===== config.mk =====
export PLATFORM = sky130hd
export DESIGN_NAME = month_calendar_grid_navigator_flat
export DESIGN_NICKNAME = d
export VERILOG_FILES = /design/src/sv/mcg_pkg.sv /design/src/sv/mcg_in_if.sv /design/src/sv/mcg_out_if.sv /design/src/sv/mcg_front.sv /design/src/sv/mcg_queue.sv /design/src/sv/mcg_back.sv /design/src/sv/month_calendar_grid_navigator.sv /design/src/flat_wrapper.sv
export SDC_FILE = /design/constraint.sdc
export NUM_CORES = 1
export LEC_CHECK = 0
export BUFFER_PORTS_ARGS = -buffer_cell sky130_fd_sc_hd__buf_2
export CORE_UTILIZATION = 57
export CTS_BUF_LIST = sky130_fd_sc_hd__clkbuf_4 sky130_fd_sc_hd__clkbuf_8
export CTS_CLUSTER_DIAMETER = 40
export CTS_CLUSTER_SIZE = 16
export DETAILED_ROUTE_END_ITERATION = 10
export PLACE_DENSITY = 0.9
export SYNTH_ARGS = -nofsm -noshare
export SYNTH_HDL_FRONTEND = slang
export SYNTH_SLANG_ARGS = --single-unit

===== constraint.sdc =====
create_clock -name clk -period 5.35 [get_ports clk]
set_input_delay 1.3375 -clock clk [delete_from_list [all_inputs] [get_ports clk]]
set_output_delay 1.3375 -clock clk [all_outputs]
set_load 0.03 [all_outputs]

===== src/sv/mcg_pkg.sv =====
// shared types, constants and calendar tables for the month calendar grid navigator
// no dependencies; every other file refers to it by scoped names
package mcg_pkg;

  localparam int CENT_W      = 7;
  localparam int YEAR_W      = 7;
  localparam int MON_W       = 4;
  localparam int DAY_W       = 5;
  localparam int ROW_W       = 3;
  localparam int COL_W       = 5;
  localparam int CMD_W       = 3;
  localparam int CFG_W       = 3;
  localparam int CFG_IDX_W   = 2;
  localparam int SUM_W       = 10;
  localparam int QUEUE_DEPTH = 2;
  localparam int QPTR_W      = (QUEUE_DEPTH > 1) ? $clog2(QUEUE_DEPTH) : 1;
  localparam int QCNT_W      = $clog2(QUEUE_DEPTH + 1);

  localparam logic [CMD_W-1:0] CMD_TODAY      = 3'd0;
  localparam logic [CMD_W-1:0] CMD_PREV_MONTH = 3'd1;
  localparam logic [CMD_W-1:0] CMD_NEXT_MONTH = 3'd2;
  localparam logic [CMD_W-1:0] CMD_PREV_YEAR  = 3'd3;
  localparam logic [CMD_W-1:0] CMD_NEXT_YEAR  = 3'd4;

  localparam logic [CFG_IDX_W-1:0] REG_FIRST_WEEKDAY = 2'd0;
  localparam logic [CFG_IDX_W-1:0] REG_LEFT_MARGIN   = 2'd1;
  localparam logic [CFG_IDX_W-1:0] REG_CELL_GAP      = 2'd2;

  localparam logic [CENT_W-1:0] MAX_CY    = 7'd99;
  localparam logic [MON_W-1:0]  JANUARY   = 4'd1;
  localparam logic [MON_W-1:0]  FEBRUARY  = 4'd2;
  localparam logic [MON_W-1:0]  MARCH     = 4'd3;
  localparam logic [MON_W-1:0]  DECEMBER  = 4'd12;
  localparam logic [3:0]        DAYS_WEEK = 4'd7;
  localparam logic [1:0]        MAX_GAP   = 2'd2;

  typedef struct packed {
    logic [CENT_W-1:0] century;
    logic [YEAR_W-1:0] year;
    logic [MON_W-1:0]  month;
    logic [DAY_W-1:0]  day;
  } job_t;

  typedef struct packed {
    logic [2:0] first_weekday;
    logic [1:0] left_margin;
    logic [1:0] cell_gap;
  } cfg_t;

  typedef enum logic [3:0] {
    ST_IDLE = 4'b0001,
    ST_CALC = 4'b0010,
    ST_WDAY = 4'b0100,
    ST_EMIT = 4'b1000
  } back_state_t;

  function automatic logic [DAY_W-1:0] month_len(input logic [MON_W-1:0] m);
    logic [DAY_W-1:0] len;
    case (m)
      4'd2:                      len = 5'd28;
      4'd4, 4'd6, 4'd9, 4'd11:   len = 5'd30;
      default:                   len = 5'd31;
    endcase
    return len;
  endfunction

  // month offset for the day-of-week sum
  function automatic logic [2:0] month_off(input logic [MON_W-1:0] m);
    logic [2:0] off;
    case (m)
      4'd2:    off = 3'd3;
      4'd3:    off = 3'd2;
      4'd4:    off = 3'd5;
      4'd6:    off = 3'd3;
      4'd7:    off = 3'd5;
      4'd8:    off = 3'd1;
      4'd9:    off = 3'd4;
      4'd10:   off = 3'd6;
      4'd11:   off = 3'd2;
      4'd12:   off = 3'd4;
      default: off = 3'd0;
    endcase
    return off;
  endfunction

  // 8 is 1 mod 7, so octal digits fold down
  function automatic logic [2:0] mod7(input logic [SUM_W-1:0] s);
    logic [4:0] a;
    logic [3:0] b;
    a = 5'(s[2:0]) + 5'(s[5:3]) + 5'(s[8:6]) + 5'(s[9]);
    b = 4'(a[2:0]) + 4'(a[4:3]);
    if (b >= DAYS_WEEK) begin
      b = b - DAYS_WEEK;
    end
    return b[2:0];
  endfunction

endpackage


===== src/sv/mcg_in_if.sv =====
// command channel: valid/ready handshake with the command word and current date
// uses mcg_pkg widths
interface mcg_in_if;
  logic                        valid;
  logic                        ready;
  logic [mcg_pkg::CMD_W-1:0]   command;
  logic [mcg_pkg::CENT_W-1:0]  now_century;
  logic [mcg_pkg::YEAR_W-1:0]  now_year;
  logic [mcg_pkg::MON_W-1:0]   now_month;
  logic [mcg_pkg::DAY_W-1:0]   now_day;

  modport source(output valid, command, now_century, now_year, now_month, now_day,
                 input ready);
  modport sink(input valid, command, now_century, now_year, now_month, now_day,
               output ready);
endinterface


===== src/sv/mcg_out_if.sv =====
// cell channel: valid/ready handshake with one calendar cell word
// uses mcg_pkg widths
interface mcg_out_if;
  logic                        valid;
  logic                        ready;
  logic [mcg_pkg::DAY_W-1:0]   day_number;
  logic [mcg_pkg::ROW_W-1:0]   week_row;
  logic [mcg_pkg::COL_W-1:0]   char_column;
  logic                        highlight;
  logic [mcg_pkg::CENT_W-1:0]  shown_century_out;
  logic [mcg_pkg::YEAR_W-1:0]  shown_year_out;
  logic [mcg_pkg::MON_W-1:0]   shown_month_out;
  logic                        last_cell;

  modport source(output valid, day_number, week_row, char_column, highlight,
                 shown_century_out, shown_year_out, shown_month_out, last_cell,
                 input ready);
  modport sink(input valid, day_number, week_row, char_column, highlight,
               shown_century_out, shown_year_out, shown_month_out, last_cell,
               output ready);
endinterface


===== src/sv/mcg_front.sv =====
// front end: takes command words, steps the shown month, queues a month job
// depends on mcg_pkg and mcg_in_if
module mcg_front (
  input  logic              clk,
  input  logic              rst_n,
  mcg_in_if.sink            in_ch,
  input  logic              q_ready,
  output logic              q_push,
  output mcg_pkg::job_t     q_job
);

  logic [mcg_pkg::CENT_W-1:0] shown_c_r, shown_c_nxt;
  logic [mcg_pkg::YEAR_W-1:0] shown_y_r, shown_y_nxt;
  logic [mcg_pkg::MON_W-1:0]  shown_m_r, shown_m_nxt;
  logic [mcg_pkg::DAY_W-1:0]  marked_r, marked_nxt;

  logic [mcg_pkg::CENT_W-1:0] nc, c_new;
  logic [mcg_pkg::YEAR_W-1:0] ny, y_new;
  logic [mcg_pkg::MON_W-1:0]  nm, m_new;
  logic [mcg_pkg::DAY_W-1:0]  d_new;
  logic                       same_now, same_after, emit, accept;

  always_comb begin
    nc = (in_ch.now_century > mcg_pkg::MAX_CY) ? mcg_pkg::MAX_CY : in_ch.now_century;
    ny = (in_ch.now_year > mcg_pkg::MAX_CY) ? mcg_pkg::MAX_CY : in_ch.now_year;
    if (in_ch.now_month < mcg_pkg::JANUARY) begin
      nm = mcg_pkg::JANUARY;
    end else if (in_ch.now_month > mcg_pkg::DECEMBER) begin
      nm = mcg_pkg::DECEMBER;
    end else begin
      nm = in_ch.now_month;
    end
    same_now = (shown_c_r == nc) && (shown_y_r == ny) && (shown_m_r == nm);

    c_new = shown_c_r;
    y_new = shown_y_r;
    m_new = shown_m_r;
    emit  = 1'b1;
    case (in_ch.command)
      mcg_pkg::CMD_TODAY: begin
        c_new = nc;
        y_new = ny;
        m_new = nm;
        // today already on screen with today marked
        if (same_now && (marked_r == in_ch.now_day)) begin
          emit = 1'b0;
        end
      end
      mcg_pkg::CMD_PREV_MONTH: begin
        if (shown_m_r > mcg_pkg::JANUARY) begin
          m_new = shown_m_r - 4'd1;
        end else if (shown_y_r != '0) begin
          m_new = mcg_pkg::DECEMBER;
          y_new = shown_y_r - 7'd1;
        end else if (shown_c_r != '0) begin
          m_new = mcg_pkg::DECEMBER;
          y_new = mcg_pkg::MAX_CY;
          c_new = shown_c_r - 7'd1;
        end
      end
      mcg_pkg::CMD_NEXT_MONTH: begin
        if (shown_m_r < mcg_pkg::DECEMBER) begin
          m_new = shown_m_r + 4'd1;
        end else if (shown_y_r < mcg_pkg::MAX_CY) begin
          m_new = mcg_pkg::JANUARY;
          y_new = shown_y_r + 7'd1;
        end else if (shown_c_r < mcg_pkg::MAX_CY) begin
          m_new = mcg_pkg::JANUARY;
          y_new = '0;
          c_new = shown_c_r + 7'd1;
        end
      end
      mcg_pkg::CMD_PREV_YEAR: begin
        if (shown_y_r != '0) begin
          y_new = shown_y_r - 7'd1;
        end else if (shown_c_r != '0) begin
          y_new = mcg_pkg::MAX_CY;
          c_new = shown_c_r - 7'd1;
        end
      end
      mcg_pkg::CMD_NEXT_YEAR: begin
        if (shown_y_r < mcg_pkg::MAX_CY) begin
          y_new = shown_y_r + 7'd1;
        end else if (shown_c_r < mcg_pkg::MAX_CY) begin
          y_new = '0;
          c_new = shown_c_r + 7'd1;
        end
      end
      default: begin
        emit = 1'b0;
      end
    endcase

    same_after = (c_new == nc) && (y_new == ny) && (m_new == nm);
    d_new      = same_after ? in_ch.now_day : '0;
  end

  assign in_ch.ready = q_ready;
  assign accept      = in_ch.valid && q_ready;
  assign q_push      = accept && emit;
  assign q_job       = '{century: c_new, year: y_new, month: m_new, day: d_new};

  always_comb begin
    shown_c_nxt = q_push ? c_new : shown_c_r;
    shown_y_nxt = q_push ? y_new : shown_y_r;
    shown_m_nxt = q_push ? m_new : shown_m_r;
    marked_nxt  = q_push ? d_new : marked_r;
  end

  always_ff @(posedge clk) begin
    if (!rst_n) begin
      shown_c_r <= '0;
      shown_y_r <= '0;
      shown_m_r <= mcg_pkg::JANUARY;
      marked_r  <= '0;
    end else begin
      shown_c_r <= shown_c_nxt;
      shown_y_r <= shown_y_nxt;
      shown_m_r <= shown_m_nxt;
      marked_r  <= marked_nxt;
    end
  end

endmodule


===== src/sv/mcg_queue.sv =====
// short job queue between the front end and the cell generator
// depends on mcg_pkg for the job type and depth
module mcg_queue (
  input  logic              clk,
  input  logic              rst_n,
  input  logic              push,
  input  mcg_pkg::job_t     push_job,
  output logic              push_ready,
  output logic              pop_valid,
  input  logic              pop,
  output mcg_pkg::job_t     pop_job
);

  mcg_pkg::job_t                slot_r [mcg_pkg::QUEUE_DEPTH];
  logic [mcg_pkg::QPTR_W-1:0]   wr_ptr_r, wr_ptr_nxt;
  logic [mcg_pkg::QPTR_W-1:0]   rd_ptr_r, rd_ptr_nxt;
  logic [mcg_pkg::QCNT_W-1:0]   cnt_r, cnt_nxt;
  logic                         do_push, do_pop;

  assign push_ready = (cnt_r != mcg_pkg::QCNT_W'(mcg_pkg::QUEUE_DEPTH));
  assign pop_valid  = (cnt_r != '0);
  assign pop_job    = slot_r[rd_ptr_r];
  assign do_push    = push && push_ready;
  assign do_pop     = pop && pop_valid;

  always_comb begin
    wr_ptr_nxt = wr_ptr_r;
    rd_ptr_nxt = rd_ptr_r;
    cnt_nxt    = cnt_r;
    if (do_push) begin
      wr_ptr_nxt = (wr_ptr_r == mcg_pkg::QPTR_W'(mcg_pkg::QUEUE_DEPTH - 1)) ?
                   '0 : wr_ptr_r + 1'b1;
    end
    if (do_pop) begin
      rd_ptr_nxt = (rd_ptr_r == mcg_pkg::QPTR_W'(mcg_pkg::QUEUE_DEPTH - 1)) ?
                   '0 : rd_ptr_r + 1'b1;
    end
    if (do_push && !do_pop) begin
      cnt_nxt = cnt_r + 1'b1;
    end else if (do_pop && !do_push) begin
      cnt_nxt = cnt_r - 1'b1;
    end
  end

  always_ff @(posedge clk) begin
    if (do_push) begin
      slot_r[wr_ptr_r] <= push_job;
    end
  end

  always_ff @(posedge clk) begin
    if (!rst_n) begin
      wr_ptr_r <= '0;
      rd_ptr_r <= '0;
      cnt_r    <= '0;
    end else begin
      wr_ptr_r <= wr_ptr_nxt;
      rd_ptr_r <= rd_ptr_nxt;
      cnt_r    <= cnt_nxt;
    end
  end

  a_no_overflow: assert property (@(posedge clk) disable iff (!rst_n)
    cnt_r <= mcg_pkg::QCNT_W'(mcg_pkg::QUEUE_DEPTH))
    else $error("job queue count above depth");

  a_drop_on_full: assert property (@(posedge clk) disable iff (!rst_n)
    push |-> push_ready)
    else $error("job pushed into a full queue");

endmodule


===== src/sv/mcg_back.sv =====
// cell generator: finds month length and first weekday, then emits one cell a cycle
// unless the output stalls; depends on mcg_pkg and mcg_out_if
module mcg_back (
  input  logic              clk,
  input  logic              rst_n,
  input  mcg_pkg::cfg_t     cfg,
  input  logic              q_valid,
  input  mcg_pkg::job_t     q_job,
  output logic              q_pop,
  mcg_out_if.source         out_ch
);

  mcg_pkg::back_state_t        state_r, state_nxt;
  mcg_pkg::job_t               job_r;
  logic [mcg_pkg::SUM_W-1:0]   s_r, s_nxt;
  logic [2:0]                  dw_r, dw_nxt;
  logic [mcg_pkg::DAY_W-1:0]   dm_r, dm_nxt;
  logic [mcg_pkg::DAY_W-1:0]   cd_r, cd_nxt;
  logic [mcg_pkg::ROW_W-1:0]   row_r, row_nxt;

  logic                        out_valid_r, out_valid_nxt;
  logic [mcg_pkg::DAY_W-1:0]   day_r;
  logic [mcg_pkg::ROW_W-1:0]   orow_r;
  logic [mcg_pkg::COL_W-1:0]   col_r;
  logic                        hl_r, last_r;
  logic [mcg_pkg::CENT_W-1:0]  oc_r;
  logic [mcg_pkg::YEAR_W-1:0]  oy_r;
  logic [mcg_pkg::MON_W-1:0]   om_r;

  logic [mcg_pkg::CENT_W-1:0]  cp;
  logic [mcg_pkg::YEAR_W-1:0]  yp;
  logic [2:0]                  fdow;
  logic [3:0]                  shifted;
  logic                        leap, load, final_day;
  logic [1:0]                  gap;
  logic [2:0]                  step;
  logic [5:0]                  col_calc;

  // years from march, shifted by 400 so the sum stays positive
  always_comb begin
    if (job_r.month < mcg_pkg::MARCH) begin
      if (job_r.year != '0) begin
        yp = job_r.year - 7'd1;
        cp = job_r.century + 7'd4;
      end else begin
        yp = mcg_pkg::MAX_CY;
        cp = job_r.century + 7'd3;
      end
    end else begin
      yp = job_r.year;
      cp = job_r.century + 7'd4;
    end
    // 124 is 5 mod 7
    s_nxt = mcg_pkg::SUM_W'(cp) * 10'd5 + mcg_pkg::SUM_W'(yp) + mcg_pkg::SUM_W'(yp >> 2)
          + mcg_pkg::SUM_W'(cp >> 2) + mcg_pkg::SUM_W'(mcg_pkg::month_off(job_r.month))
          + 10'd1;
  end

  always_comb begin
    fdow    = mcg_pkg::mod7(s_r);
    shifted = 4'(fdow) + mcg_pkg::DAYS_WEEK - 4'(cfg.first_weekday);
    if (shifted >= mcg_pkg::DAYS_WEEK) begin
      shifted = shifted - mcg_pkg::DAYS_WEEK;
    end
    leap = (job_r.year[1:0] == 2'b00) &&
           ((job_r.year != '0) || (job_r.century[1:0] == 2'b00));
    if ((job_r.month == mcg_pkg::FEBRUARY) && leap) begin
      dm_nxt = 5'd29;
    end else begin
      dm_nxt = mcg_pkg::month_len(job_r.month);
    end
  end

  always_comb begin
    gap      = (cfg.cell_gap > mcg_pkg::MAX_GAP) ? mcg_pkg::MAX_GAP : cfg.cell_gap;
    step     = 3'(gap) + 3'd2;
    col_calc = 6'(step) * 6'(dw_r) + 6'(cfg.left_margin);
  end

  assign load      = (state_r == mcg_pkg::ST_EMIT) && (!out_valid_r || out_ch.ready);
  assign final_day = (cd_r == dm_r);
  assign q_pop     = (state_r == mcg_pkg::ST_IDLE) && q_valid;

  always_comb begin
    state_nxt     = state_r;
    dw_nxt        = dw_r;
    cd_nxt        = cd_r;
    row_nxt       = row_r;
    out_valid_nxt = out_valid_r;
    if (out_ch.ready) begin
      out_valid_nxt = 1'b0;
    end
    case (state_r)
      mcg_pkg::ST_IDLE: begin
        if (q_valid) begin
          state_nxt = mcg_pkg::ST_CALC;
        end
      end
      mcg_pkg::ST_CALC: begin
        state_nxt = mcg_pkg::ST_WDAY;
      end
      mcg_pkg::ST_WDAY: begin
        dw_nxt    = shifted[2:0];
        cd_nxt    = 5'd1;
        row_nxt   = '0;
        state_nxt = mcg_pkg::ST_EMIT;
      end
      mcg_pkg::ST_EMIT: begin
        if (load) begin
          out_valid_nxt = 1'b1;
          cd_nxt        = cd_r + 5'd1;
          if (dw_r == 3'(mcg_pkg::DAYS_WEEK - 4'd1)) begin
            dw_nxt  = '0;
            row_nxt = row_r + 3'd1;
          end else begin
            dw_nxt = dw_r + 3'd1;
          end
          if (final_day) begin
            state_nxt = mcg_pkg::ST_IDLE;
          end
        end
      end
      default: begin
        state_nxt = mcg_pkg::ST_IDLE;
      end
    endcase
  end

  always_ff @(posedge clk) begin
    if (!rst_n) begin
      state_r     <= mcg_pkg::ST_IDLE;
      out_valid_r <= 1'b0;
    end else begin
      state_r     <= state_nxt;
      out_valid_r <= out_valid_nxt;
    end
  end

  always_ff @(posedge clk) begin
    if (q_pop) begin
      job_r <= q_job;
    end
    if (state_r == mcg_pkg::ST_CALC) begin
      s_r <= s_nxt;
    end
    if (state_r == mcg_pkg::ST_WDAY) begin
      dm_r <= dm_nxt;
    end
    dw_r  <= dw_nxt;
    cd_r  <= cd_nxt;
    row_r <= row_nxt;
    if (load) begin
      day_r  <= cd_r;
      orow_r <= row_r;
      col_r  <= col_calc[mcg_pkg::COL_W-1:0];
      hl_r   <= (cd_r == job_r.day);
      last_r <= final_day;
      oc_r   <= job_r.century;
      oy_r   <= job_r.year;
      om_r   <= job_r.month;
    end
  end

  assign out_ch.valid             = out_valid_r;
  assign out_ch.day_number        = day_r;
  assign out_ch.week_row          = orow_r;
  assign out_ch.char_column       = col_r;
  assign out_ch.highlight         = hl_r;
  assign out_ch.shown_century_out = oc_r;
  assign out_ch.shown_year_out    = oy_r;
  assign out_ch.shown_month_out   = om_r;
  assign out_ch.last_cell         = last_r;

  a_last_day_range: assert property (@(posedge clk) disable iff (!rst_n)
    (out_valid_r && last_r) |-> (day_r >= 5'd28))
    else $error("month ended before day 28");

  a_cell_in_month: assert property (@(posedge clk) disable iff (!rst_n)
    (state_r == mcg_pkg::ST_EMIT) |-> ((cd_r <= dm_r) && (row_r <= 3'd5)))
    else $error("cell counter ran past the month");

  a_end_of_month: assert property (@(posedge clk) disable iff (!rst_n)
    (load && final_day) |=> ((state_r == mcg_pkg::ST_IDLE) && out_valid_r && last_r))
    else $error("final cell did not close the month");

  a_column_range: assert property (@(posedge clk) disable iff (!rst_n)
    out_valid_r |-> (col_r <= 5'd27))
    else $error("cell column beyond grid");

endmodule


===== src/sv/month_calendar_grid_navigator.sv =====
// month calendar grid navigator: a queued command yields one cell word per day of the month
// a taken command is queued unless it is unknown or today is already shown and marked; it then passes the idle, calc
// and weekday states; then one cell per cycle unless stalled. The cell generator takes the next month job only
// after the last cell of the one before; it sets the rate. A two-entry job queue lets the front end take commands
// while cells drain. Sync reset: 00/00/01 shown, no day marked, first_weekday 0, left_margin 3, cell_gap 2
// depends on mcg_pkg, mcg_in_if, mcg_out_if, mcg_front, mcg_queue, mcg_back
module month_calendar_grid_navigator (
  input  logic                            clk,
  input  logic                            rst_n,
  mcg_in_if.sink                          in_ch,
  mcg_out_if.source                       out_ch,
  input  logic                            cfg_we,
  input  logic [mcg_pkg::CFG_IDX_W-1:0]   cfg_index,
  input  logic [mcg_pkg::CFG_W-1:0]       cfg_wdata
);

  // configuration registers; the user must write them only while the block is idle, the block does not enforce it
  mcg_pkg::cfg_t cfg_r, cfg_nxt;

  // front end to queue
  logic          push, push_ready;
  mcg_pkg::job_t push_job;

  // queue to cell generator
  logic          pop, pop_valid;
  mcg_pkg::job_t pop_job;

  always_comb begin
    cfg_nxt = cfg_r;
    if (cfg_we) begin
      case (cfg_index)
        mcg_pkg::REG_FIRST_WEEKDAY: cfg_nxt.first_weekday = cfg_wdata;
        mcg_pkg::REG_LEFT_MARGIN:   cfg_nxt.left_margin   = cfg_wdata[1:0];
        mcg_pkg::REG_CELL_GAP:      cfg_nxt.cell_gap      = cfg_wdata[1:0];
        default:                    cfg_nxt               = cfg_r;
      endcase
    end
  end

  always_ff @(posedge clk) begin
    if (!rst_n) begin
      cfg_r <= '{first_weekday: 3'd0, left_margin: 2'd3, cell_gap: 2'd2};
    end else begin
      cfg_r <= cfg_nxt;
    end
  end

  // command decode and shown-month tracking
  mcg_front u_front (
    .clk     (clk),
    .rst_n   (rst_n),
    .in_ch   (in_ch),
    .q_ready (push_ready),
    .q_push  (push),
    .q_job   (push_job)
  );

  // month jobs waiting for the cell generator
  mcg_queue u_queue (
    .clk        (clk),
    .rst_n      (rst_n),
    .push       (push),
    .push_job   (push_job),
    .push_ready (push_ready),
    .pop_valid  (pop_valid),
    .pop        (pop),
    .pop_job    (pop_job)
  );

  // weekday and length of month, then one cell word per day
  mcg_back u_back (
    .clk     (clk),
    .rst_n   (rst_n),
    .cfg     (cfg_r),
    .q_valid (pop_valid),
    .q_job   (pop_job),
    .q_pop   (pop),
    .out_ch  (out_ch)
  );

endmodule

===== src/flat_wrapper.sv =====
// flat-port wrapper written by rule: the top's interface ports become plain ports
module month_calendar_grid_navigator_flat 
  (clk, rst_n, cfg_we, cfg_index, cfg_wdata, in_ch_valid, in_ch_command, in_ch_now_century, in_ch_now_year, in_ch_now_month, in_ch_now_day, in_ch_ready, out_ch_valid, out_ch_day_number, out_ch_week_row, out_ch_char_column, out_ch_highlight, out_ch_shown_century_out, out_ch_shown_year_out, out_ch_shown_month_out, out_ch_last_cell, out_ch_ready);
  mcg_in_if in_ch_i ();
  mcg_out_if out_ch_i ();
  input  logic clk;
  input  logic rst_n;
  input  logic cfg_we;
  input  logic [mcg_pkg::CFG_IDX_W-1:0] cfg_index;
  input  logic [mcg_pkg::CFG_W-1:0] cfg_wdata;
  input wire logic [$bits(in_ch_i.valid)-1:0] in_ch_valid;
  input wire logic [$bits(in_ch_i.command)-1:0] in_ch_command;
  input wire logic [$bits(in_ch_i.now_century)-1:0] in_ch_now_century;
  input wire logic [$bits(in_ch_i.now_year)-1:0] in_ch_now_year;
  input wire logic [$bits(in_ch_i.now_month)-1:0] in_ch_now_month;
  input wire logic [$bits(in_ch_i.now_day)-1:0] in_ch_now_day;
  output wire logic [$bits(in_ch_i.ready)-1:0] in_ch_ready;
  output wire logic [$bits(out_ch_i.valid)-1:0] out_ch_valid;
  output wire logic [$bits(out_ch_i.day_number)-1:0] out_ch_day_number;
  output wire logic [$bits(out_ch_i.week_row)-1:0] out_ch_week_row;
  output wire logic [$bits(out_ch_i.char_column)-1:0] out_ch_char_column;
  output wire logic [$bits(out_ch_i.highlight)-1:0] out_ch_highlight;
  output wire logic [$bits(out_ch_i.shown_century_out)-1:0] out_ch_shown_century_out;
  output wire logic [$bits(out_ch_i.shown_year_out)-1:0] out_ch_shown_year_out;
  output wire logic [$bits(out_ch_i.shown_month_out)-1:0] out_ch_shown_month_out;
  output wire logic [$bits(out_ch_i.last_cell)-1:0] out_ch_last_cell;
  input wire logic [$bits(out_ch_i.ready)-1:0] out_ch_ready;
  assign in_ch_i.valid = in_ch_valid;
  assign in_ch_i.command = in_ch_command;
  assign in_ch_i.now_century = in_ch_now_century;
  assign in_ch_i.now_year = in_ch_now_year;
  assign in_ch_i.now_month = in_ch_now_month;
  assign in_ch_i.now_day = in_ch_now_day;
  assign in_ch_ready = in_ch_i.ready;
  assign out_ch_valid = out_ch_i.valid;
  assign out_ch_day_number = out_ch_i.day_number;
  assign out_ch_week_row = out_ch_i.week_row;
  assign out_ch_char_column = out_ch_i.char_column;
  assign out_ch_highlight = out_ch_i.highlight;
  assign out_ch_shown_century_out = out_ch_i.shown_century_out;
  assign out_ch_shown_year_out = out_ch_i.shown_year_out;
  assign out_ch_shown_month_out = out_ch_i.shown_month_out;
  assign out_ch_last_cell = out_ch_i.last_cell;
  assign out_ch_i.ready = out_ch_ready;
  month_calendar_grid_navigator u_core (.clk(clk), .rst_n(rst_n), .in_ch(in_ch_i), .out_ch(out_ch_i), .cfg_we(cfg_we), .cfg_index(cfg_index), .cfg_wdata(cfg_wdata));
endmodule

# After elaboration in Yosys (flattened, before gate mapping)
# Memory sizes are Yosys's and may differ from the RTL's. A register that Yosys moved wholly into a read port is not among the register bits.
# Cells that the tools add are included.
# classes
mul,2
n_eq_ne,30
n_lt_le_gt_ge,12
n_reduce_logical,38
mux,57
n_addsub,31
# op_table
cell,n
two-way mux 7 bit,18
case mux 7 bit (5 select lines),2
two-way mux 4 bit,11
equality test 7 bit,4
nonzero test 7 bit,3
"subtractor 7 x 1 -> 7 bit, second input constant",3
adder 10 x 5 -> 10 bit,2
two-way mux 3 bit,6
case mux 4 bit (4 select lines),1
equality test 5 bit,3
logical AND 1 bit,15
"adder 7 x 1 -> 7 bit, second input constant",2
"> comparator 7 bit, second input constant",2
"less-than comparator 7 bit, second input constant",2
"equality test 4 x 3 -> 1 bit, second input constant",3
"equality test 4 bit, second input constant",3
case mux 3 bit (2 select lines),2
case mux 4 bit (3 select lines),1
"adder 10 x 1 -> 10 bit, second input constant",1
adder 10 x 3 -> 10 bit,1
adder 10 x 7 -> 10 bit,1
"multiplier 7 x 3 -> 10 bit, second input constant",1
two-way mux 5 bit,2
case mux 5 bit (2 select lines),1
48 further kinds,80
# word_totals
word_cells,197
mem_bits_rw,46
mem_bits_ro,48
in_bits,36
mem_count,2
register_bits,98
out_inout_bits,35
# memory_table
memory,depth,width,rd,rd_clocked_by_memory_dff,write_ports,line,text
(no name shown),16,3,1,0,0,mcg_pkg.sv:70,case (m)
u_core.u_queue.slot_r,2,23,1,1,1,mcg_queue.sv:14,mcg_pkg::job_t slot_r [mcg_pkg::QUEUE_DEPTH];

# Longest topological paths before layout
# Gate-level depths: netlist of the first run.
# depth
depth_word,14
ltp_mapped,24
depth_no_buf,23

# Hierarchy
# From an unflattened synthesis of the first run, not the netlist that was laid out.
# hier_totals
hier_cells,1058
hier_area_um2,11115.7
# by_module_without_submodules
mod,cells_per_inst,area_per_inst_um2,seq_area_each_um2,instances
mcg_back,438,5366.4,2532.4,1
mcg_front,495,3548.4,460.4,1
mcg_queue,95,1893.1,1481.4,1
month_calendar_grid_navigator,30,307.8,140.1,1

# Worst setup path before layout of the first run
# Ideal clock, no wire load.
# synth_path
path_kind,reg-to-reg
from,register u_core.u_back.job_r[5] (netlist name)
to,register u_core.u_back.s_r[9] (netlist bit) (data pin)
setup_slack_ns,-0.134
required_time_ns,5.092
setup_time_ns,0.258
stages_incl_launch_ff,25
synth_period_minus_slack_ns,5.484
path_buffers,1
arrival_ns,5.226
path_cell_list,edfxtp_1 ha_1 nor3_1 and2_1 and3b_1 clkbuf_1 nand2_1 nand2_1 xnor2_1 inv_1 fa_1 inv_1 ha_1 inv_1 fa_1 fa_1 fa_1 inv_1 a21oi_1 o21bai_1 a21oi_1 o21bai_1 a21o_1 a21oi_1 xnor2_1
# synth_via
elab_chain_len,8
elab_cells_between_ends,10
cone_classes,add/sub (5); mul (1); order compare (1); mux (2); memory (1)
# synth_rtl
element,line,text
less-than comparator 4 x 2 -> 1 bit,mcg_back.sv:41,if (job_r.month < mcg_pkg::MARCH) begin
two-way mux 7 bit,mcg_back.sv:41,
multiplier 7 x 3 -> 10 bit,mcg_back.sv:54,s_nxt = mcg_pkg::SUM_W'(cp) * 10'd5 + mcg_pkg::SUM_W'(yp) + mcg_pkg::SUM_W'(yp >> 2)
adder 10 x 7 -> 10 bit,mcg_back.sv:54,
adder 10 x 5 -> 10 bit,mcg_back.sv:54,
adder 10 x 5 -> 10 bit,mcg_back.sv:55,+ mcg_pkg::SUM_W'(cp >> 2) + mcg_pkg::SUM_W'(mcg_pkg::month_off(job_r.month))
adder 10 x 3 -> 10 bit (*),mcg_back.sv:55,
adder 10 x 1 -> 10 bit (*),mcg_back.sv:56,+ 10'd1;
"via u_core.u_back.s_nxt, one bit",mcg_back.sv:15,"logic [mcg_pkg::SUM_W-1:0] s_r, s_nxt;"
end signal: assignment,mcg_back.sv:144,s_r <= s_nxt;
end: declaration,mcg_back.sv:15,
# Mark *: on every way through the listed nets, which the timed path passes. The rest lies on a longest branch.
# A chain may end at the register's enable or synchronous reset.

# Worst setup path in the final report of the first run
# layout_path
from,register u_core.u_back.job_r[14] (netlist name)
to,register u_core.u_back.s_r[8] (netlist bit) (data pin)
# layout_via
elab_chain_len,9
elab_cells_between_ends,12
cone_classes,add/sub (6); mul (1); mux (4); reduce/logical (1)
# layout_rtl
element,line,text
nonzero test 7 bit,mcg_back.sv:42,if (job_r.year != '0) begin
two-way mux 7 bit,mcg_back.sv:42,
two-way mux 7 bit,mcg_back.sv:41,
multiplier 7 x 3 -> 10 bit,mcg_back.sv:54,
adder 10 x 7 -> 10 bit,mcg_back.sv:54,
adder 10 x 5 -> 10 bit,mcg_back.sv:54,
adder 10 x 5 -> 10 bit (*),mcg_back.sv:55,
adder 10 x 3 -> 10 bit (*),mcg_back.sv:55,
adder 10 x 1 -> 10 bit (*),mcg_back.sv:56,
"via u_core.u_back.s_nxt, one bit",mcg_back.sv:15,
# Marks and branches as above.

==> flow_results.xml, run 1 <==
<?xml version="1.0" encoding="UTF-8"?>
<metrics>
  <group name="detailed_routing">
    <metric name="detailedRoute.firstPassIterationCount" unit="">8</metric>
    <metric name="post_dr_vias_cell" unit="">6.25</metric>
    <metric name="drtIter0Drc" unit="">770</metric>
    <metric name="post-route-drc-count" unit="">7</metric>
    <metric name="totalWireLength" unit="um">26400</metric>
    <metric name="wl_per_cell" unit="um">19.7</metric>
    <metric name="dr_total_vias" unit="">8396</metric>
    <metric name="drtAntennaViolNets" unit="">0</metric>
  </group>
  <group name="die">
    <metric name="pin_count" unit="">71</metric>
    <metric name="core-area" unit="sq um">18100</metric>
    <metric name="floorplan.die_area" unit="sq um">19200</metric>
    <metric name="initial_core_utilization" unit="%">58.7</metric>
    <metric name="core.rowCount" unit="">49</metric>
    <metric name="dieWidth" unit="um">139</metric>
    <metric name="floorplan_die_height" unit="um">139</metric>
  </group>
  <group name="clock_network">
    <metric name="tritoncts" unit="">built</metric>
    <metric name="clock-root-buffer" unit="">sky130_fd_sc_hd__clkbuf_8</metric>
    <metric name="cts-root-to-sink-buffers" unit="">2</metric>
    <metric name="cts-htree-levels" unit="">4</metric>
    <metric name="cts_buffer_count" unit="">17</metric>
    <metric name="cts_num_sinks" unit="">164</metric>
    <metric name="cts_hold_repair.buffers" unit="">0</metric>
    <metric name="clk_pin_slew" unit="ns">0.09</metric>
    <metric name="clk_latency" unit="ns">0.46</metric>
  </group>
  <group name="setup_path">
    <metric name="crit_slowest_cell" unit="">sky130_fd_sc_hd__fa_2</metric>
    <metric name="cp_cell_sequence" unit="">nor4_4 &gt; and2_4 &gt; and3b_1 &gt; nand2_1 &gt; nand2_2 &gt; xnor2_2 &gt; inv_1 &gt; fa_1 &gt; inv_1 &gt; ha_1 &gt; inv_1 &gt; fa_1 &gt; fa_2 &gt; inv_1 &gt; ha_1 &gt; a21o_1 &gt; a21oi_2 &gt; o21bai_1 &gt; a21oi_2 &gt; o21bai_1 &gt; a21oi_1 &gt; xnor2_1</metric>
    <metric name="rr_startpoint" unit="">u_core.u_back.job_r[14]$_DFFE_PP_</metric>
    <metric name="crit_arrival" unit="ns">5.44</metric>
    <metric name="cp_max_fo" unit="">3</metric>
    <metric name="critical_path.most_common_cell" unit="">sky130_fd_sc_hd__inv_1</metric>
    <metric name="r2r_slack" unit="ns">0.13</metric>
    <metric name="worstSetupEndpointType" unit="">flop</metric>
    <metric name="cp-start-kind" unit="">flop</metric>
    <metric name="path_delay_family" unit="">adder cells</metric>
    <metric name="crit-reg2reg-capture" unit="">u_core.u_back.s_r[8]$_DFFE_PN_</metric>
    <metric name="worst-endpoint-required" unit="ns">5.57</metric>
    <metric name="timing.setup.critical_path_class" unit="">reg2reg</metric>
    <metric name="rr_worst_depth" unit="">22</metric>
    <metric name="cpPeakStageDelay" unit="ns">0.60</metric>
    <metric name="cp.buffers_inverters" unit="">4</metric>
  </group>
  <group name="synthesis">
    <metric name="synthCells" unit="">1033</metric>
    <metric name="synth_cell_types" unit="">92</metric>
    <metric name="yosys_warnings" unit="">0</metric>
    <metric name="synth.net_count" unit="">1156</metric>
    <metric name="netlist_area" unit="sq um">10700</metric>
    <metric name="seq_area_frac_synth" unit="%">42.6</metric>
    <metric name="synth_area_leader_cell" unit="">sky130_fd_sc_hd__edfxtp_1</metric>
    <metric name="most_used_dff_post_synth" unit="">sky130_fd_sc_hd__edfxtp_1</metric>
    <metric name="ff_latch_count_synth" unit="">164</metric>
    <metric name="count_of_flip_flops_with_a_built_in_enable_after_synthesis" unit="">125</metric>
    <metric name="synth_top_cell_area_share" unit="%">35.2</metric>
    <metric name="synth_async_sr_flop_share" unit="%">0</metric>
    <metric name="post_synth.cell_area_avg" unit="sq um">10.3</metric>
    <metric name="synthTopCellsByArea" unit="">sky130_fd_sc_hd__edfxtp_1, sky130_fd_sc_hd__dfxtp_1, sky130_fd_sc_hd__ha_1</metric>
  </group>
  <group name="cells_and_area">
    <metric name="final_cell_mix" unit="">sky130_fd_sc_hd__edfxtp_1, sky130_fd_sc_hd__inv_1, sky130_fd_sc_hd__nand2_1</metric>
    <metric name="area_growth_synth_to_finish" unit="%">10.3</metric>
    <metric name="diodes" unit="">0</metric>
    <metric name="nNetsFinal" unit="">1224</metric>
    <metric name="layout-drive-gt1-share" unit="%">18.2</metric>
    <metric name="nFillCells" unit="">1370</metric>
    <metric name="layout.cells.most_common" unit="">sky130_fd_sc_hd__edfxtp_1</metric>
  </group>
  <group name="sta">
    <metric name="post-route-min-period" unit="ns">5.22</metric>
    <metric name="grt_setup_unrepaired" unit="">yes</metric>
    <metric name="final_hold_viol_count" unit="">0</metric>
    <metric name="timing.slew.headroom" unit="%">25.5</metric>
    <metric name="fmax" unit="MHz">191</metric>
    <metric name="holdWs" unit="ns">0.470</metric>
    <metric name="setup_viol_count_final" unit="">0</metric>
    <metric name="timing_worst_slew_pin_value" unit="ns">1.11</metric>
    <metric name="maxSlewViolCount" unit="">0</metric>
    <metric name="post_route_fraction_of_the_period_consumed_by_the_critical_path" unit="%">97.6</metric>
    <metric name="finalClockSkew" unit="ns">0.0168</metric>
    <metric name="setup_tns" unit="ns">0</metric>
  </group>
  <group name="worst_hold_path">
    <metric name="hp-class" unit="">reg2reg</metric>
    <metric name="holdPathEnd" unit="">u_core.u_front.marked_r[0]$_SDFFE_PN0N_</metric>
    <metric name="hold_depth" unit="">2</metric>
    <metric name="hp-start" unit="">u_core.u_front.marked_r[0]$_SDFFE_PN0N_</metric>
  </group>
  <group name="flow_run">
    <metric name="cap_violations" unit="">0</metric>
  </group>
  <group name="grt">
    <metric name="grt_first_pass_wirelength" unit="um">41800</metric>
    <metric name="initial_antenna_violation_count" unit="">0</metric>
    <metric name="grt_overflow_total" unit="">0</metric>
    <metric name="grt_pass1_vias" unit="">8110</metric>
    <metric name="grt_start_max_net_pins" unit="">45</metric>
    <metric name="grtUsageTotal" unit="%">27.9</metric>
  </group>
  <group name="outcome">
    <metric name="run_status" unit="">finished, violations left</metric>
    <metric name="violations" unit="">DRC</metric>
  </group>
  <group name="placement">
    <metric name="detailedPlacementHpwl" unit="um">20000</metric>
    <metric name="quantity_of_i_o_buffers_inserted_on_ports" unit="">70</metric>
    <metric name="finalWeightedCongestion" unit="">1.03</metric>
  </group>
</metrics>
synth_stat cells (6+ instances only):
library cell and n:
sky130_fd_sc_hd__buf_2 16, sky130_fd_sc_hd__nand3_1 31, sky130_fd_sc_hd__a21o_1 13, sky130_fd_sc_hd__o21a_1 6
sky130_fd_sc_hd__clkbuf_1 26, sky130_fd_sc_hd__nor2_1 65, sky130_fd_sc_hd__nor3_1 25, sky130_fd_sc_hd__mux2_2 25
sky130_fd_sc_hd__a31oi_1 7, sky130_fd_sc_hd__o21ai_1 9, sky130_fd_sc_hd__o211a_1 7, sky130_fd_sc_hd__edfxtp_1 125
sky130_fd_sc_hd__dfxtp_1 39, sky130_fd_sc_hd__or3_1 11, sky130_fd_sc_hd__xnor2_1 38, sky130_fd_sc_hd__ha_1 61
sky130_fd_sc_hd__nor2b_1 20, sky130_fd_sc_hd__fa_1 26, sky130_fd_sc_hd__nand2_1 77, sky130_fd_sc_hd__nand2b_1 9
sky130_fd_sc_hd__nor4_1 11, sky130_fd_sc_hd__nand4_1 11, sky130_fd_sc_hd__xor2_1 30, sky130_fd_sc_hd__nand3b_1 7
sky130_fd_sc_hd__a21boi_0 6, sky130_fd_sc_hd__o21ai_0 42, sky130_fd_sc_hd__mux2i_1 16, sky130_fd_sc_hd__a21oi_1 42
sky130_fd_sc_hd__and2_1 13, sky130_fd_sc_hd__inv_1 87
worst min-delay path, cell delays in order, from the launching register on:
cell	delay [ns]
sky130_fd_sc_hd__dfxtp_1	0.33
sky130_fd_sc_hd__nand3_1	0.06
sky130_fd_sc_hd__o21ai_1	0.05
stage by stage:
step           cell area [sq um]  instances  worst slack (ns)  util [%]
6_report                   11700       1343             0.128      64.7
5_1_grt                    11700       1343           -0.0940      64.7
4_1_cts                    11600       1338           0.00229      64.1
3_5_place_dp               11300       1305            -0.100      62.0
3_3_place_gp               11300       1305             0.158      62.0
2_1_floorplan              10700       1033            0.0213         -
what timing repair did:
item,CTS,global route
cloned,0,0
endpoints found under the setup margin,2,5
pin swaps,0,7
buffers inserted,1,5
gates resized for setup,2,17
state kept, by name, indices dropped and copies added (netlist names), 4 cells and up:
signal and cells:
u_core.u_front.shown_m_r 4, u_core.u_front.shown_y_r 7, u_core.u_back.cd_r 5, u_core.u_back.state_r 4, u_core.u_back.out_ch.shown_month_out 4, u_core.u_back.s_r 10, u_core.u_back.out_ch.char_column 5, u_core.u_back.out_ch.shown_century_out 7
u_core.cfg_r 7, u_core.u_back.out_ch.day_number 5, u_core.u_queue.slot_r 46, u_core.u_back.job_r 23, u_core.u_front.shown_c_r 7, u_core.u_back.out_ch.shown_year_out 7, u_core.u_front.marked_r 5
logic make-up after synthesis:
kind of cell | share of synthesized area (%)
flip-flops | 42.6
adder cells (fa/ha/maj) | 12.0
buffers and inverters | 5.13
multiplexers | 4.15
XOR/XNOR | 5.59
AO/OA/AOI/OAI | 14.5
AND/OR/NAND/NOR | 16.1
area by class of cell:
class                           count  area, sq um  area share [%]
Timing Repair Buffer               97          553            4.71
Clock inverter                     12         93.8           0.799
Sequential cell                   164         4530            38.6
Multi-Input combinational cell    734         5690            48.4
Tap cell                          229          287            2.44
Clock buffer                       20          263            2.24
Inverter                           87          327            2.78
worst max path at each step:
| stage | endpoint | slack, ns | start | cells after the start |
|---|---|---|---|---|
| after floorplan | u_core.u_back.s_r[9]$_DFFE_PN_ | 0.02 | u_core.u_back.job_r[5]$_DFFE_PP_ | 24 |
| after global placement | u_core.u_back.s_r[9]$_DFFE_PN_ | 0.16 | u_core.u_back.job_r[14]$_DFFE_PP_ | 22 |
| after detailed placement | u_core.u_back.s_r[8]$_DFFE_PN_ | -0.10 | u_core.u_back.job_r[14]$_DFFE_PP_ | 22 |
| after CTS | u_core.u_back.s_r[8]$_DFFE_PN_ | 0.002 | u_core.u_back.job_r[14]$_DFFE_PP_ | 22 |
| after global routing | u_core.u_back.s_r[9]$_DFFE_PN_ | -0.09 | u_core.u_back.job_r[5]$_DFFE_PP_ | 23 |
| final | u_core.u_back.s_r[8]$_DFFE_PN_ | 0.13 | u_core.u_back.job_r[14]$_DFFE_PP_ | 22 |
metal layers:
| metal | vias up | GRT usage (%) | wire length, um | part of all wire, % |
|---|---|---|---|---|
| met5 | - | 0 | 0 | 0 |
| met4 | 0 | 13.6 | 940 | 3.6 |
| met3 | 67 | 4.87 | 1810 | 6.8 |
| met2 | 377 | 45.2 | 12700 | 48 |
| met1 | 4055 | 36.4 | 11000 | 42 |
| li1 | 3897 | - | - | - |
Power of run 1 is left out: the tool's default activity adds up to more than one toggle a clock period on the data nets, which glitch-free logic cannot reach.
==> inputs of run 2 (changes only) <==
--- a/config.mk
+++ b/config.mk
@@ -12,6 +12,7 @@
 export CTS_CLUSTER_SIZE = 16
 export DETAILED_ROUTE_END_ITERATION = 10
 export PLACE_DENSITY = 0.9
+export RECOVER_POWER = 50
 export SYNTH_ARGS = -nofsm -noshare
 export SYNTH_HDL_FRONTEND = slang
 export SYNTH_SLANG_ARGS = --single-unit
==> run 2 against run 1 <==
  * The run ends with DRC, capacitance limit, slew limit left
  * Routed wire length up 0.45%
  * Die area unchanged
  * Global-route usage unchanged
  * Clock-buffer cell count unchanged
  * Fmax about the same
  * Hold slack better by 0.0011 ns
  * Final cell count unchanged
  * Clock skew up 0.00065 ns
  * Highest routed layer unchanged
==> flow_results.xml, run 2 (same netlist as run 1, synthesis figures left out) <==
<?xml version="1.0" encoding="UTF-8"?>
<metrics>
  <group name="worst_hold_path">
    <metric name="hp-class" unit="">reg2reg</metric>
    <metric name="hp-start" unit="">u_core.u_front.marked_r[0]$_SDFFE_PN0N_</metric>
  </group>
  <group name="clock_network">
    <metric name="cts_buffer_count" unit="">17</metric>
    <metric name="cts-htree-levels" unit="">4</metric>
    <metric name="clk_latency" unit="ns">0.46</metric>
    <metric name="cts-root-to-sink-buffers" unit="">2</metric>
    <metric name="clk_pin_slew" unit="ns">0.09</metric>
    <metric name="cts_num_sinks" unit="">164</metric>
    <metric name="clock-root-buffer" unit="">sky130_fd_sc_hd__clkbuf_8</metric>
    <metric name="tritoncts" unit="">built</metric>
  </group>
  <group name="die">
    <metric name="floorplan_die_height" unit="um">139</metric>
    <metric name="core-area" unit="sq um">18100</metric>
    <metric name="core.rowCount" unit="">49</metric>
    <metric name="pin_count" unit="">71</metric>
    <metric name="dieWidth" unit="um">139</metric>
    <metric name="initial_core_utilization" unit="%">58.7</metric>
    <metric name="floorplan.die_area" unit="sq um">19200</metric>
  </group>
  <group name="grt">
    <metric name="initial_antenna_violation_count" unit="">0</metric>
    <metric name="grt_overflow_total" unit="">0</metric>
    <metric name="grt_first_pass_wirelength" unit="um">41800</metric>
    <metric name="grt_pass1_vias" unit="">8110</metric>
    <metric name="grtUsageTotal" unit="%">27.9</metric>
    <metric name="grt_start_max_net_pins" unit="">45</metric>
  </group>
  <group name="setup_path">
    <metric name="cp-start-kind" unit="">flop</metric>
    <metric name="cpPeakStageDelay" unit="ns">0.60</metric>
    <metric name="timing.critical_path.from" unit="">u_core.u_back.job_r[14]$_DFFE_PP_</metric>
    <metric name="cp_max_fo" unit="">3</metric>
    <metric name="worst-endpoint-required" unit="ns">5.57</metric>
    <metric name="cp_cell_sequence" unit="">nor4_4 &gt; and2_4 &gt; and3b_1 &gt; nand2_1 &gt; nand2_2 &gt; xnor2_2 &gt; inv_1 &gt; fa_1 &gt; inv_1 &gt; ha_1 &gt; inv_1 &gt; fa_1 &gt; fa_2 &gt; inv_1 &gt; ha_1 &gt; a21o_1 &gt; a21oi_2 &gt; o21bai_1 &gt; a21oi_2 &gt; o21bai_1 &gt; a21oi_1 &gt; xnor2_1</metric>
    <metric name="rr_startpoint" unit="">u_core.u_back.job_r[14]$_DFFE_PP_</metric>
    <metric name="worstSetupEndpointType" unit="">flop</metric>
    <metric name="crit_arrival" unit="ns">5.43</metric>
    <metric name="crit_slowest_cell" unit="">sky130_fd_sc_hd__fa_2</metric>
    <metric name="critical_path.most_common_cell" unit="">sky130_fd_sc_hd__inv_1</metric>
    <metric name="timing.setup.critical_path_class" unit="">reg2reg</metric>
  </group>
  <group name="cells_and_area">
    <metric name="top_reg_by_flops" unit="">u_core.u_queue.slot_r</metric>
    <metric name="final_cell_mix" unit="">sky130_fd_sc_hd__edfxtp_1, sky130_fd_sc_hd__inv_1, sky130_fd_sc_hd__nand2_1</metric>
    <metric name="layout.cells.most_common" unit="">sky130_fd_sc_hd__edfxtp_1</metric>
    <metric name="diodes" unit="">0</metric>
    <metric name="layout-drive-gt1-share" unit="%">14.4</metric>
    <metric name="area_growth_synth_to_finish" unit="%">9.55</metric>
    <metric name="reg_top3" unit="">u_core.u_queue.slot_r (46), u_core.u_back.job_r (23), u_core.u_back.s_r (10)</metric>
    <metric name="largest_register_ffs" unit="">46</metric>
    <metric name="nNetsFinal" unit="">1224</metric>
    <metric name="nFillCells" unit="">1399</metric>
  </group>
  <group name="detailed_routing">
    <metric name="dr_total_vias" unit="">8447</metric>
    <metric name="met2_layer_wire_length_in_the_routed_design" unit="um">12700</metric>
    <metric name="top_signal_layer_used" unit="">met4</metric>
    <metric name="totalWireLength" unit="um">26600</metric>
    <metric name="met1_wire_length" unit="um">11000</metric>
    <metric name="post_dr_vias_cell" unit="">6.29</metric>
    <metric name="detailedRoute.firstPassIterationCount" unit="">8</metric>
    <metric name="post-route-drc-count" unit="">5</metric>
    <metric name="wl_per_cell" unit="um">19.8</metric>
    <metric name="drtAntennaViolNets" unit="">0</metric>
    <metric name="drtIter0Drc" unit="">878</metric>
    <metric name="routed-wl-met3" unit="um">1820</metric>
  </group>
  <group name="sta">
    <metric name="setup_viol_count_final" unit="">0</metric>
    <metric name="setup_tns" unit="ns">0</metric>
    <metric name="finalClockSkew" unit="ns">0.0174</metric>
    <metric name="final_hold_viol_count" unit="">0</metric>
    <metric name="timing_worst_slew_pin_value" unit="ns">2.67</metric>
    <metric name="fmax" unit="MHz">192</metric>
    <metric name="timing.slew.headroom" unit="%">-78.6</metric>
    <metric name="grt_setup_unrepaired" unit="">yes</metric>
    <metric name="maxSlewViolCount" unit="">79</metric>
    <metric name="post_route_fraction_of_the_period_consumed_by_the_critical_path" unit="%">97.5</metric>
    <metric name="post-route-min-period" unit="ns">5.22</metric>
  </group>
  <group name="placement">
    <metric name="finalWeightedCongestion" unit="">1.03</metric>
    <metric name="quantity_of_i_o_buffers_inserted_on_ports" unit="">70</metric>
    <metric name="detailedPlacementHpwl" unit="um">20000</metric>
  </group>
  <group name="flow_run">
    <metric name="cap_violations" unit="">2</metric>
  </group>
  <group name="outcome">
    <metric name="run_status" unit="">finished, violations left</metric>
    <metric name="violations" unit="">DRC, capacitance limit, slew limit</metric>
  </group>
</metrics>
-- run 2: stage by stage --
stage / setup slack, ns / hold slack [ns] / utilization (%) / cell area [sq um] / instances
2_1_floorplan: 0.0213 / 0.424 / - / 10700 / 1033
3_3_place_gp: 0.158 / 0.445 / 62.0 / 11300 / 1305
3_5_place_dp: -0.100 / 0.461 / 62.0 / 11300 / 1305
4_1_cts: 0.00229 / 0.475 / 64.1 / 11600 / 1338
5_1_grt: -0.0940 / 0.497 / 64.3 / 11700 / 1343
6_report: 0.132 / 0.471 / 64.3 / 11700 / 1343
-- run 2: repair_timing --
action	4_1_cts	5_1_grt
resized for setup	2	17
cloned	0	0
pin swaps	0	7
hold buffers	0	0
buffers inserted	1	5
endpoints found under the setup margin	2	5
-- run 2: area by class of cell --
cell class,count,area (sq um),area share [%]
Clock buffer,20,263,2.25
Clock inverter,12,93.8,0.804
Inverter,87,327,2.80
Multi-Input combinational cell,734,5680,48.6
Sequential cell,164,4530,38.8
Tap cell,229,287,2.45
Timing Repair Buffer,97,490,4.20
-- run 2: critical path: cells and delay by family (launching register included) --
| kind | cells | cell delay (ns) |
|---|---|---|
| AO/OA/AOI/OAI | 6 | 0.90 |
| XOR/XNOR | 2 | 0.21 |
| adder cells (fa/ha/maj) | 5 | 2.20 |
| buffers and inverters | 4 | 0.24 |
| flip-flops | 1 | 0.46 |
| AND/OR/NAND/NOR | 5 | 0.98 |
-- run 2: path summary, 6_finish.rpt --
check,endpoint,slack (ns),cells after the start
worst min-delay path,u_core.u_front.marked_r[0]$_SDFFE_PN0N_,0.47,2
worst max-delay path,u_core.u_back.s_r[8]$_DFFE_PN_,0.13,22
worst max register to register,u_core.u_back.s_r[8]$_DFFE_PN_,0.13,22
worst min register to register,u_core.u_front.marked_r[0]$_SDFFE_PN0N_,0.47,2
-- run 2: layer usage --
layer,vias up,global-route usage (%)
met2,409,45.2
met5,-,0
li1,3894,-
met4,0,13.6
met3,81,4.87
met1,4063,36.4
Power of run 2 is left out for the same reason.
